`config.mk`:
```
export PLATFORM = sky130hd
export DESIGN_NAME = ima_adpcm_nibble_decoder
export DESIGN_NICKNAME = d
export VERILOG_FILES = /design/src/imad_pkg.sv /design/src/imad_front.sv /design/src/imad_queue.sv /design/src/imad_back.sv /design/src/ima_adpcm_nibble_decoder.sv
export SDC_FILE = /design/constraint.sdc
export NUM_CORES = 1
export LEC_CHECK = 0
export BUFFER_PORTS_ARGS = -buffer_cell sky130_fd_sc_hd__buf_2
export CAP_MARGIN = 20
export CORE_ASPECT_RATIO = 0.6
export CORE_MARGIN = 2
export CORE_UTILIZATION = 60
export CTS_BUF_LIST = sky130_fd_sc_hd__clkbuf_16
export CTS_CLUSTER_SIZE = 14
export DETAILED_ROUTE_END_ITERATION = 8
export PLACE_DENSITY = 0.78
export RECOVER_POWER = 100
export SLEW_MARGIN = 10
export SYNTH_ARGS = -nofsm -noshare
export SYNTH_HDL_FRONTEND = slang
export SYNTH_HIERARCHICAL = 1
export SYNTH_SLANG_ARGS = --single-unit
```
`constraint.sdc`:
```
create_clock -name clock -period 12.79 [get_ports clock]
set_clock_uncertainty 0.05 [all_clocks]
set_input_delay 0.6395 -clock clock [delete_from_list [all_inputs] [get_ports clock]]
set_output_delay 0.6395 -clock clock [all_outputs]
set_load 0.02 [all_outputs]
```
`src/imad_pkg.sv`:
```
// Package for the IMA ADPCM nibble decoder (4XM variant).
// Holds the queue entry and result types, the step table and the index adjust table.
// No dependencies; imported by every module of the decoder.
package imad_pkg;

   // Highest legal step table index.
   localparam logic [6:0] MAX_INDEX = 7'd88;

   // Predictor saturation bounds, 18-bit signed to match the widened sum.
   localparam logic signed [17:0] PRED_MIN = -18'sd32768;
   localparam logic signed [17:0] PRED_MAX = 18'sd32767;

   // One classified code byte waiting for the decoder.
   typedef struct packed {
      logic [7:0]         code_byte;
      logic               channel;
      logic               block_start;
      logic signed [15:0] start_predictor;
      logic [6:0]         start_index;
   } job_type;

   // One decoded sample on its way to the result channel.
   typedef struct packed {
      logic signed [15:0] sample;
      logic               sample_channel;
      logic               last;
   } rsp_type;

   // IMA step size for a step index; index 88 and above read 32767.
   function automatic logic [14:0] step_of(input logic [6:0] idx);
      logic [14:0] s;
      unique case (idx)
         7'd0:  s = 15'd7;     7'd1:  s = 15'd8;     7'd2:  s = 15'd9;
         7'd3:  s = 15'd10;    7'd4:  s = 15'd11;    7'd5:  s = 15'd12;
         7'd6:  s = 15'd13;    7'd7:  s = 15'd14;    7'd8:  s = 15'd16;
         7'd9:  s = 15'd17;    7'd10: s = 15'd19;    7'd11: s = 15'd21;
         7'd12: s = 15'd23;    7'd13: s = 15'd25;    7'd14: s = 15'd28;
         7'd15: s = 15'd31;    7'd16: s = 15'd34;    7'd17: s = 15'd37;
         7'd18: s = 15'd41;    7'd19: s = 15'd45;    7'd20: s = 15'd50;
         7'd21: s = 15'd55;    7'd22: s = 15'd60;    7'd23: s = 15'd66;
         7'd24: s = 15'd73;    7'd25: s = 15'd80;    7'd26: s = 15'd88;
         7'd27: s = 15'd97;    7'd28: s = 15'd107;   7'd29: s = 15'd118;
         7'd30: s = 15'd130;   7'd31: s = 15'd143;   7'd32: s = 15'd157;
         7'd33: s = 15'd173;   7'd34: s = 15'd190;   7'd35: s = 15'd209;
         7'd36: s = 15'd230;   7'd37: s = 15'd253;   7'd38: s = 15'd279;
         7'd39: s = 15'd307;   7'd40: s = 15'd337;   7'd41: s = 15'd371;
         7'd42: s = 15'd408;   7'd43: s = 15'd449;   7'd44: s = 15'd494;
         7'd45: s = 15'd544;   7'd46: s = 15'd598;   7'd47: s = 15'd658;
         7'd48: s = 15'd724;   7'd49: s = 15'd796;   7'd50: s = 15'd876;
         7'd51: s = 15'd963;   7'd52: s = 15'd1060;  7'd53: s = 15'd1166;
         7'd54: s = 15'd1282;  7'd55: s = 15'd1411;  7'd56: s = 15'd1552;
         7'd57: s = 15'd1707;  7'd58: s = 15'd1878;  7'd59: s = 15'd2066;
         7'd60: s = 15'd2272;  7'd61: s = 15'd2499;  7'd62: s = 15'd2749;
         7'd63: s = 15'd3024;  7'd64: s = 15'd3327;  7'd65: s = 15'd3660;
         7'd66: s = 15'd4026;  7'd67: s = 15'd4428;  7'd68: s = 15'd4871;
         7'd69: s = 15'd5358;  7'd70: s = 15'd5894;  7'd71: s = 15'd6484;
         7'd72: s = 15'd7132;  7'd73: s = 15'd7845;  7'd74: s = 15'd8630;
         7'd75: s = 15'd9493;  7'd76: s = 15'd10442; 7'd77: s = 15'd11487;
         7'd78: s = 15'd12635; 7'd79: s = 15'd13899; 7'd80: s = 15'd15289;
         7'd81: s = 15'd16818; 7'd82: s = 15'd18500; 7'd83: s = 15'd20350;
         7'd84: s = 15'd22385; 7'd85: s = 15'd24623; 7'd86: s = 15'd27086;
         7'd87: s = 15'd29794;
         default: s = 15'd32767;
      endcase
      return s;
   endfunction

   // Step index adjustment for a code; the sign bit does not matter.
   function automatic logic signed [7:0] index_adjust(input logic [3:0] code);
      logic signed [7:0] a;
      unique case (code[2:0])
         3'd4:    a = 8'sd2;
         3'd5:    a = 8'sd4;
         3'd6:    a = 8'sd6;
         3'd7:    a = 8'sd8;
         default: a = -8'sd1;
      endcase
      return a;
   endfunction

endpackage

```
`src/imad_front.sv`:
```
// Front end of the IMA ADPCM decoder: accepts code bytes and classifies them.
// Resolves the channel and clamps the starting index; depends on imad_pkg.
module imad_front
   import imad_pkg::*;
#(
   parameter int CHANNELS = 2
) (
   input  logic               clock,
   input  logic               reset,
   input  logic               in_valid,
   output logic               in_ready,
   input  logic [7:0]         in_code_byte,
   input  logic               in_channel,
   input  logic               in_block_start,
   input  logic signed [15:0] in_start_predictor,
   input  logic [6:0]         in_start_index,
   output logic               push,
   output job_type            push_job,
   input  logic               queue_ready
);

   logic    front_valid_ff, front_valid_in;
   job_type front_job_ff;
   job_type front_job_in;

   // A channel beyond the configured count falls onto the last channel.
   always_comb begin
      front_job_in.code_byte       = in_code_byte;
      front_job_in.channel         = (int'(in_channel) >= CHANNELS) ? 1'(CHANNELS - 1)
                                                                    : in_channel;
      front_job_in.block_start     = in_block_start;
      front_job_in.start_predictor = in_start_predictor;
      front_job_in.start_index     = (in_start_index > MAX_INDEX) ? MAX_INDEX
                                                                 : in_start_index;
   end

   // The holding register frees up whenever its entry moves into the queue.
   assign push     = front_valid_ff && queue_ready;
   assign in_ready = !front_valid_ff || queue_ready;
   assign push_job = front_job_ff;

   always_comb begin
      front_valid_in = front_valid_ff;
      if (push) begin
         front_valid_in = 1'b0;
      end
      if (in_valid && in_ready) begin
         front_valid_in = 1'b1;
      end
   end

   always_ff @(posedge clock) begin
      if (reset) begin
         front_valid_ff <= 1'b0;
      end else begin
         front_valid_ff <= front_valid_in;
      end
   end

   // Payload holds unless a new byte is taken.
   always_ff @(posedge clock) begin
      if (in_valid && in_ready) begin
         front_job_ff <= front_job_in;
      end
   end

endmodule

```
`src/imad_queue.sv`:
```
// Two-entry queue between the front end and the decoder of the IMA ADPCM block.
// Lets either side stall on its own; depends on imad_pkg for the entry type.
module imad_queue
   import imad_pkg::*;
(
   input  logic    clock,
   input  logic    reset,
   input  logic    push,
   input  job_type push_job,
   output logic    push_ready,
   input  logic    pop,
   output logic    head_valid,
   output job_type head_job
);

   job_type    entry_ff [2];
   logic       wr_ptr_ff, wr_ptr_in;
   logic       rd_ptr_ff, rd_ptr_in;
   logic [1:0] count_ff, count_in;

   assign push_ready = (count_ff != 2'd2);
   assign head_valid = (count_ff != 2'd0);
   assign head_job   = entry_ff[rd_ptr_ff];

   // Pointer and fill count bookkeeping.
   always_comb begin
      wr_ptr_in = push ? ~wr_ptr_ff : wr_ptr_ff;
      rd_ptr_in = pop  ? ~rd_ptr_ff : rd_ptr_ff;
      count_in  = count_ff;
      if (push && !pop) begin
         count_in = count_ff + 2'd1;
      end else if (pop && !push) begin
         count_in = count_ff - 2'd1;
      end
   end

   always_ff @(posedge clock) begin
      if (reset) begin
         wr_ptr_ff <= 1'b0;
         rd_ptr_ff <= 1'b0;
         count_ff  <= 2'd0;
      end else begin
         wr_ptr_ff <= wr_ptr_in;
         rd_ptr_ff <= rd_ptr_in;
         count_ff  <= count_in;
      end
   end

   always_ff @(posedge clock) begin
      if (push) begin
         entry_ff[wr_ptr_ff] <= push_job;
      end
   end

endmodule

```
`src/imad_back.sv`:
```
// Decoder back end of the IMA ADPCM block: one nibble per cycle while the output register can take it.
// Holds the per-channel predictor and step index and the output register; uses imad_pkg.
module imad_back
   import imad_pkg::*;
#(
   parameter int CHANNELS = 2
) (
   input  logic    clock,
   input  logic    reset,
   input  logic    job_valid,
   input  job_type job,
   output logic    pop,
   output logic    out_valid,
   input  logic    out_ready,
   output rsp_type out_rsp
);

   logic signed [15:0] pred_ff  [CHANNELS];
   logic [6:0]         index_ff [CHANNELS];
   logic               phase_ff, phase_in;
   logic               out_valid_ff, out_valid_in;
   rsp_type            out_rsp_ff;

   logic               out_free;
   logic               fire;
   logic               load_start;
   logic signed [15:0] cur_pred;
   logic [6:0]         cur_index;
   logic [3:0]         nibble;
   logic [14:0]        step;
   logic [18:0]        product;
   logic [14:0]        diff;
   logic signed [17:0] sum;
   logic signed [15:0] new_pred;
   logic signed [7:0]  index_sum;
   logic [6:0]         new_index;

   // A nibble is decoded when a byte waits and the output register can take it.
   assign out_free = !out_valid_ff || out_ready;
   assign fire     = job_valid && out_free;
   assign pop      = fire && phase_ff;

   // The block start values replace the stored state for the low nibble.
   assign load_start = job.block_start && !phase_ff;
   assign cur_pred   = load_start ? job.start_predictor : pred_ff[job.channel];
   assign cur_index  = load_start ? job.start_index : index_ff[job.channel];
   assign nibble     = phase_ff ? job.code_byte[7:4] : job.code_byte[3:0];

   // Difference ((2*m+1)*step)>>4, then the saturating predictor update.
   always_comb begin
      step    = step_of(cur_index);
      product = 19'({nibble[2:0], 1'b1}) * 19'(step);
      diff    = product[18:4];
      if (nibble[3]) begin
         sum = 18'(cur_pred) - $signed({3'b000, diff});
      end else begin
         sum = 18'(cur_pred) + $signed({3'b000, diff});
      end
      if (sum < PRED_MIN) begin
         new_pred = PRED_MIN[15:0];
      end else if (sum > PRED_MAX) begin
         new_pred = PRED_MAX[15:0];
      end else begin
         new_pred = sum[15:0];
      end
   end

   // Step index moves by the adjust table and stays within 0..88.
   always_comb begin
      index_sum = $signed({1'b0, cur_index}) + index_adjust(nibble);
      if (index_sum < 8'sd0) begin
         new_index = 7'd0;
      end else if (index_sum > $signed({1'b0, MAX_INDEX})) begin
         new_index = MAX_INDEX;
      end else begin
         new_index = index_sum[6:0];
      end
   end

   // Phase and output valid control.
   always_comb begin
      phase_in     = fire ? ~phase_ff : phase_ff;
      out_valid_in = out_valid_ff;
      if (out_ready) begin
         out_valid_in = 1'b0;
      end
      if (fire) begin
         out_valid_in = 1'b1;
      end
   end

   always_ff @(posedge clock) begin
      if (reset) begin
         phase_ff     <= 1'b0;
         out_valid_ff <= 1'b0;
      end else begin
         phase_ff     <= phase_in;
         out_valid_ff <= out_valid_in;
      end
   end

   // Per-channel decoder state; reset clears it to predictor 0, index 0.
   always_ff @(posedge clock) begin
      if (reset) begin
         for (int c = 0; c < CHANNELS; c++) begin
            pred_ff[c]  <= '0;
            index_ff[c] <= '0;
         end
      end else begin
         for (int c = 0; c < CHANNELS; c++) begin
            if (fire && (int'(job.channel) == c)) begin
               pred_ff[c]  <= new_pred;
               index_ff[c] <= new_index;
            end
         end
      end
   end

   // Output register payload.
   always_ff @(posedge clock) begin
      if (fire) begin
         out_rsp_ff.sample         <= new_pred;
         out_rsp_ff.sample_channel <= job.channel;
         out_rsp_ff.last           <= phase_ff;
      end
   end

   assign out_valid = out_valid_ff;
   assign out_rsp   = out_rsp_ff;

endmodule

```
`src/ima_adpcm_nibble_decoder.sv`:
```
// IMA ADPCM decoder, 4XM variant: two 16-bit samples per code byte.
// Top level tying front end, queue and decoder together; uses imad_pkg.
//
// Usage:
//   The req_ stream carries one code byte per transfer with its channel and,
//   on the first byte of a block, the starting predictor and step index
//   (block start flag in req_tuser). The rsp_ stream returns two samples per
//   byte: the low-nibble sample first, then the high-nibble sample with
//   rsp_tlast set. rsp_tuser carries the sample's channel.
//   Each byte passes through the input register and the two-entry queue
//   to the decoder, which writes each sample into the output register.
//   The decoder runs one nibble per cycle, while the output register can
//   take a sample, through the step multiply and the channel's
//   predictor and index registers.
//   Reset clears both channels to predictor 0 and step index 0 and empties
//   all stages. When the receiver stalls, the output register holds its
//   sample, the two-entry queue and the input register fill, and then
//   req_tready drops until the decoder moves again.
module ima_adpcm_nibble_decoder
   import imad_pkg::*;
#(
   parameter int CHANNELS = 2
) (
   input  logic        clock,
   input  logic        reset,
   // req_tdata: code_byte[7:0], start_predictor[23:8], start_index[30:24], zero[31]
   input  logic [31:0] req_tdata,
   // req_tuser: channel[0], block_start[1]
   input  logic [1:0]  req_tuser,
   input  logic        req_tvalid,
   output logic        req_tready,
   // rsp_tdata: sample[15:0]
   output logic [15:0] rsp_tdata,
   // rsp_tuser: sample_channel[0]
   output logic        rsp_tuser,
   output logic        rsp_tlast,
   output logic        rsp_tvalid,
   input  logic        rsp_tready
);

   logic    push;
   logic    push_ready;
   job_type push_job;
   logic    pop;
   logic    head_valid;
   job_type head_job;
   rsp_type out_rsp;

   imad_front #(
      .CHANNELS(CHANNELS)
   ) u_front (
      .clock              (clock),
      .reset              (reset),
      .in_valid           (req_tvalid),
      .in_ready           (req_tready),
      .in_code_byte       (req_tdata[7:0]),
      .in_channel         (req_tuser[0]),
      .in_block_start     (req_tuser[1]),
      .in_start_predictor ($signed(req_tdata[23:8])),
      .in_start_index     (req_tdata[30:24]),
      .push               (push),
      .push_job           (push_job),
      .queue_ready        (push_ready)
   );

   imad_queue u_queue (
      .clock      (clock),
      .reset      (reset),
      .push       (push),
      .push_job   (push_job),
      .push_ready (push_ready),
      .pop        (pop),
      .head_valid (head_valid),
      .head_job   (head_job)
   );

   imad_back #(
      .CHANNELS(CHANNELS)
   ) u_back (
      .clock     (clock),
      .reset     (reset),
      .job_valid (head_valid),
      .job       (head_job),
      .pop       (pop),
      .out_valid (rsp_tvalid),
      .out_ready (rsp_tready),
      .out_rsp   (out_rsp)
   );

   assign rsp_tdata = out_rsp.sample;
   assign rsp_tuser = out_rsp.sample_channel;
   assign rsp_tlast = out_rsp.last;

endmodule

```
Word-level counts from Yosys, hierarchy flattened

Memory sizes are Yosys's and may differ from the RTL's. A register that Yosys moved wholly into a read port is not among the register bits.
Index checks and enable logic that the tools add are counted.
Widths: inputs -> output; s select.

Reduce and logical (&&, ||, !) cells: 20
Bitwise logic cells: 8
Magnitude comparators: 5
Mux-type cells: 31
Eq/ne operators: 5
Multipliers: 1
Add/sub/neg operators: 5

Operators with widths:

| kind                 | number |
|---|---|
| $mux 16              | 5 |
| $mux 7               | 5 |
| $pmux 8 s4           | 1 |
| $mul 4x15->19        | 1 |
| $gt 18x16->1 const B | 1 |
| $lt 18x16->1 const B | 1 |
| $mux 18              | 1 |
| $add 16x16->17       | 1 |
| $sub 16x16->17       | 1 |
| $mux 1               | 16 |
| $eq 3x3->1 const B   | 4 |
| $logic_and 1x1->1    | 9 |
| $add 8x8->8          | 1 |
| $gt 8x8->1 const B   | 1 |
| $lt 8x1->1 const B   | 1 |
| $reduce_bool 2->1    | 4 |
| $gt 7x7->1 const B   | 1 |
| $logic_not 1->1      | 5 |
| $mux 2               | 2 |
| $mux 4               | 1 |
| $not 1->1            | 4 |
| $or 1x1->1           | 4 |
| $add 2x1->2 const B  | 1 |
| $logic_or 1x1->1     | 2 |
| other kinds (2)      | 2 |

Register bits after elaboration: 58
Memory bits (read-only): 1,920
Input port bits: 38
Memory bits (writable): 112
Logic and storage cells: 93
Memories: 4

Memory list:

| name             | depth | bits a word | read ports | clocked after memory_dff | wr ports | RTL line         | RTL |
|---|---|---|---|---|---|---|---|
| (name not given) | 128   | 15          | 1          | 0                        | 0        | imad_pkg.sv:32   | `unique case (idx)` |
| u_queue.entry_ff | 2     | 33          | 1          | 1                        | 1        | imad_queue.sv:16 | `job_type entry_ff [2];` |
| u_back.pred_ff   | 2     | 16          | 1          | 0                        | 2        | imad_back.sv:18  | `logic signed [15:0] pred_ff [CHANNELS];` |
| u_back.index_ff  | 2     | 7           | 1          | 0                        | 2        | imad_back.sv:19  | `logic [6:0] index_ff [CHANNELS];` |

Depth between registers and ports, before layout

An unclocked memory read counts as a cell.

Word-level depth: 11
Gate-level depth with buffers: 48
Depth with buffers taken out: 41

Hierarchy

Netlist, hierarchy kept.

By module, submodules not included:

| module     | instances | cells each | area each (um2) |
|---|---|---|---|
| imad_back  | 1         | 1,017      | 8,493.1 |
| imad_queue | 1         | 125        | 2,588.7 |
| imad_front | 1         | 48         | 1,098.6 |

Worst setup path after synthesis

Ideal clock, no wire load.

Path kind: reg2reg
From: register (tool-made name)
To: register u_back.out_rsp_ff (netlist bit u_back/out_rsp[11]), data pin
Path buffers: 6
Data required time: 12.475 ns
Setup slack: 3.240 ns
Stages on the path, launching flop included: 41
Library setup time: 0.265 ns
Clock period less this slack: 9.550 ns
Arrival time: 9.235 ns
Cell sequence: dfxtp_1 > buf_2 > buf_4 > mux2_1 > buf_6 > mux2_4 > mux2i_4 > inv_2 > ha_1 > mux2_1 > mux4_2 > o221ai_2 > and2_1 > nand2b_1 > fa_1 > inv_1 > fa_1 > ha_1 > [... 5 more ...] > nor2_1 > o21ai_0 > o31ai_1 > nor3_1 > a211oi_2 > nand2_1 > clkbuf_1 > o21ai_0 > xor2_1 > ha_1 > and3_1 > a211oi_1 > nor2_1 > a21o_1 > a311oi_1 > xnor2_2 > buf_6 > maj3_1

RTL lines:

| what      | RTL line        | RTL |
|---|---|---|
| to (decl) | imad_back.sv:22 | `rsp_type out_rsp_ff;` |

==> impl_metrics.ini <==
[sta]
max_freq_ghz = 0.0850
fin_crit_sh_pct = 92.0
max_slew_margin_pct = -29.1
tightest_slew_ps = 1940
rsz0062_at_grt = no
hold_viol_final = 0
post-route-min-period_ps = 11770
fin_tns_setup_ps = 0
setup_violations = 0
drv_slew = 102

[logic_synthesis]
async_flop_share_pct = 0
synth-warning-count = 6
synthesis.instances = 1190
syn_area_mm2 = 0.0122
ys.flop_type = edfxtp_1
synth.top_cells.by_count = edfxtp_1 (163), nor2_1 (106), a21oi_1 (76)
yosysTopAreaCell = edfxtp_1
synth_top_area_share_pct = 40.2
ys_types = 87
ys_ff_latch = 171
synth_enable_flop_cells = 163
syn_nets = 1319
yosysMostFrequentCell = edfxtp_1
yosys-top-cells-area = edfxtp_1 (40%), ha_1 (6.6%), fa_1 (4.4%)
yosysSeqAreaShare_pct = 41.5
syn_area_per_cell_um2 = 10.2

[clock_tree]
cts_hold_buf = 0
postCtsResizedCells = 0
htreeDepth = 4
cts.path.max_buffers = 2
cts_setup_buffers = 0
clkSlewWorstSetupHoldPaths_ps = 60
numClockSinks = 171
root_buffer = clkbuf_16
cts_buffers = 17
clock_latency_ps = 440
cts_tree = done

[drt]
vias = 9594
drtIter0Drc = 1338
wl_per_cell_um = 19.6
drc = 0
drt_wl_total_um = 29500
dr.pass1.iters = 6
antenna_left = 0
routed_via_density = 6.40

[global_routing]
track_usage_pct = 27.9
grt_max_degree = 43
grt_pass1_wl_um = 46300
grt_pass1_vias = 8473
antenna_found_initial = 0
gr-total-overflow = 0

[worst_setup_path]
critical_path_depth = 35
cp-start-kind = flip-flop
critical_path_class = flip-flop to flip-flop
cp.arrival_ps = 11980
cp_max_fo = 26
r2r_cells = 35
r2r-start = u_back/phase_ff
cpPeakStageDelay_ps = 870
cpMaxStageDelayCell = or4_1
cp_num_buf_inv = 4
r2r-end = u_back/pred_ff[0][7]
cp.required_ps = 13000
critical_path.startpoint = u_back/phase_ff
cp-end-kind = flip-flop
critPathTopFamily = simple AND/OR/NAND/NOR gates
regToRegSetupSlack_ps = 1020

[job]
maxCapViolations = 3

[worst_hold_path]
hold_path_end = u_front/push_job[16]
min_path_type = input port to flip-flop
holdPathStages = 1
min-delay-start = req_tdata[17]

[place]
port_buffers = 56
place.gp.congestion = 0.933
hpwl_um = 21200

[die]
row_count = 40
dieArea_mm2 = 0.0215
initial_core_util_pct = 61.0
die_x_um = 188
die_y_um = 114
io_pins = 58
core_mm2 = 0.0200

[layout]
antennaDiodeCount = 0
syn_to_final_growth_pct = 7.72
drive_gt1_share_pct = 10.4
fillCellCount = 1555
nets = 1343

[outcome]
status = complete, but fails checks
failed_checks = max-capacitance violations, max-slew violations
==> cells in the final DEF (no fill, tap or decap), drive strengths merged, types with 32 or more instances in the layout <==
cell	synthesis	routed
inv	71	78
and3	32	32
buf	21	51
nor2	107	107
nand2	68	68
xnor2	35	35
o21ai	63	63
a21oi	76	76
ha	64	64
clkbuf	51	43
nand3	52	52
mux2	43	43
edfxtp	163	163
==> cells by family after synthesis <==
family / synth area share, %
XOR/XNOR: 3.44
AO/OA/AOI/OAI: 15.9
AND/OR/NAND/NOR: 14.7
multiplexers: 7.17
buffers and inverters: 4.94
adder cells (fa/ha/maj): 12.3
flip-flops: 41.5
==> sequential cells by signal (all words and copies together) (netlist names), named ones only <==
register and count:
u_queue/entry_ff 66, u_queue/wr_ptr_ff 1, u_queue/rd_ptr_ff 1, u_back/out_valid 1, u_front/front_valid_ff 1, u_back/phase_ff 1
u_back/pred_ff 32, u_front/push_job 33, u_queue/count_ff 2, u_back/out_rsp 18, u_back/index_ff 14
==> routing by layer <==
| layer | GRT usage [%] | vias to the layer above | routed length, um | share of wire, % |
|---|---|---|---|---|
| met2 | 37.4 | 529 | 11800 | 40 |
| li1 | - | 4468 | - | - |
| met4 | 5.83 | 0 | 276 | 0.94 |
| met3 | 6.50 | 29 | 3320 | 11 |
| met5 | 0 | - | 0 | 0 |
| met1 | 45.2 | 4568 | 14100 | 48 |
==> stage by stage <==
stage | util, % | hold slack [ps] | instance area [um^2] | std cells | worst slack (ps)
floorplan | - | 371 | 12200 | 1190 | 3240
finish | 65.7 | 325 | 13100 | 1500 | 1020
detailed placement | 63.4 | 381 | 12700 | 1468 | 1650
global placement | 63.4 | 374 | 12700 | 1468 | 1830
global route | 65.7 | 313 | 13100 | 1500 | 323
CTS | 66.0 | 309 | 13200 | 1500 | 1570
==> how the worst max path moves through the flow <==
stage | endpoint | slack (ps)
2_1_floorplan | u_back/out_rsp[11] | 3240
3_3_place_gp | u_back/pred_ff[0][7] | 1830
3_5_place_dp | u_back/pred_ff[0][7] | 1650
4_1_cts | u_back/pred_ff[1][7] | 1570
5_1_grt | u_back/pred_ff[1][6] | 320
6_report | u_back/pred_ff[0][7] | 1020
==> area by class of cell <==
type	count	area (um^2)	area share, %
multi-input combinational	876	6530	49.8
sequential	171	5050	38.5
clock buffer	17	425	3.24
timing repair buffer	77	393	2.99
tap	273	342	2.60
inverter	71	272	2.07
clock inverter	15	101	0.772
Power is not shown: default switching activity piles up to over one toggle a cycle in this logic, so the estimate is an artifact.
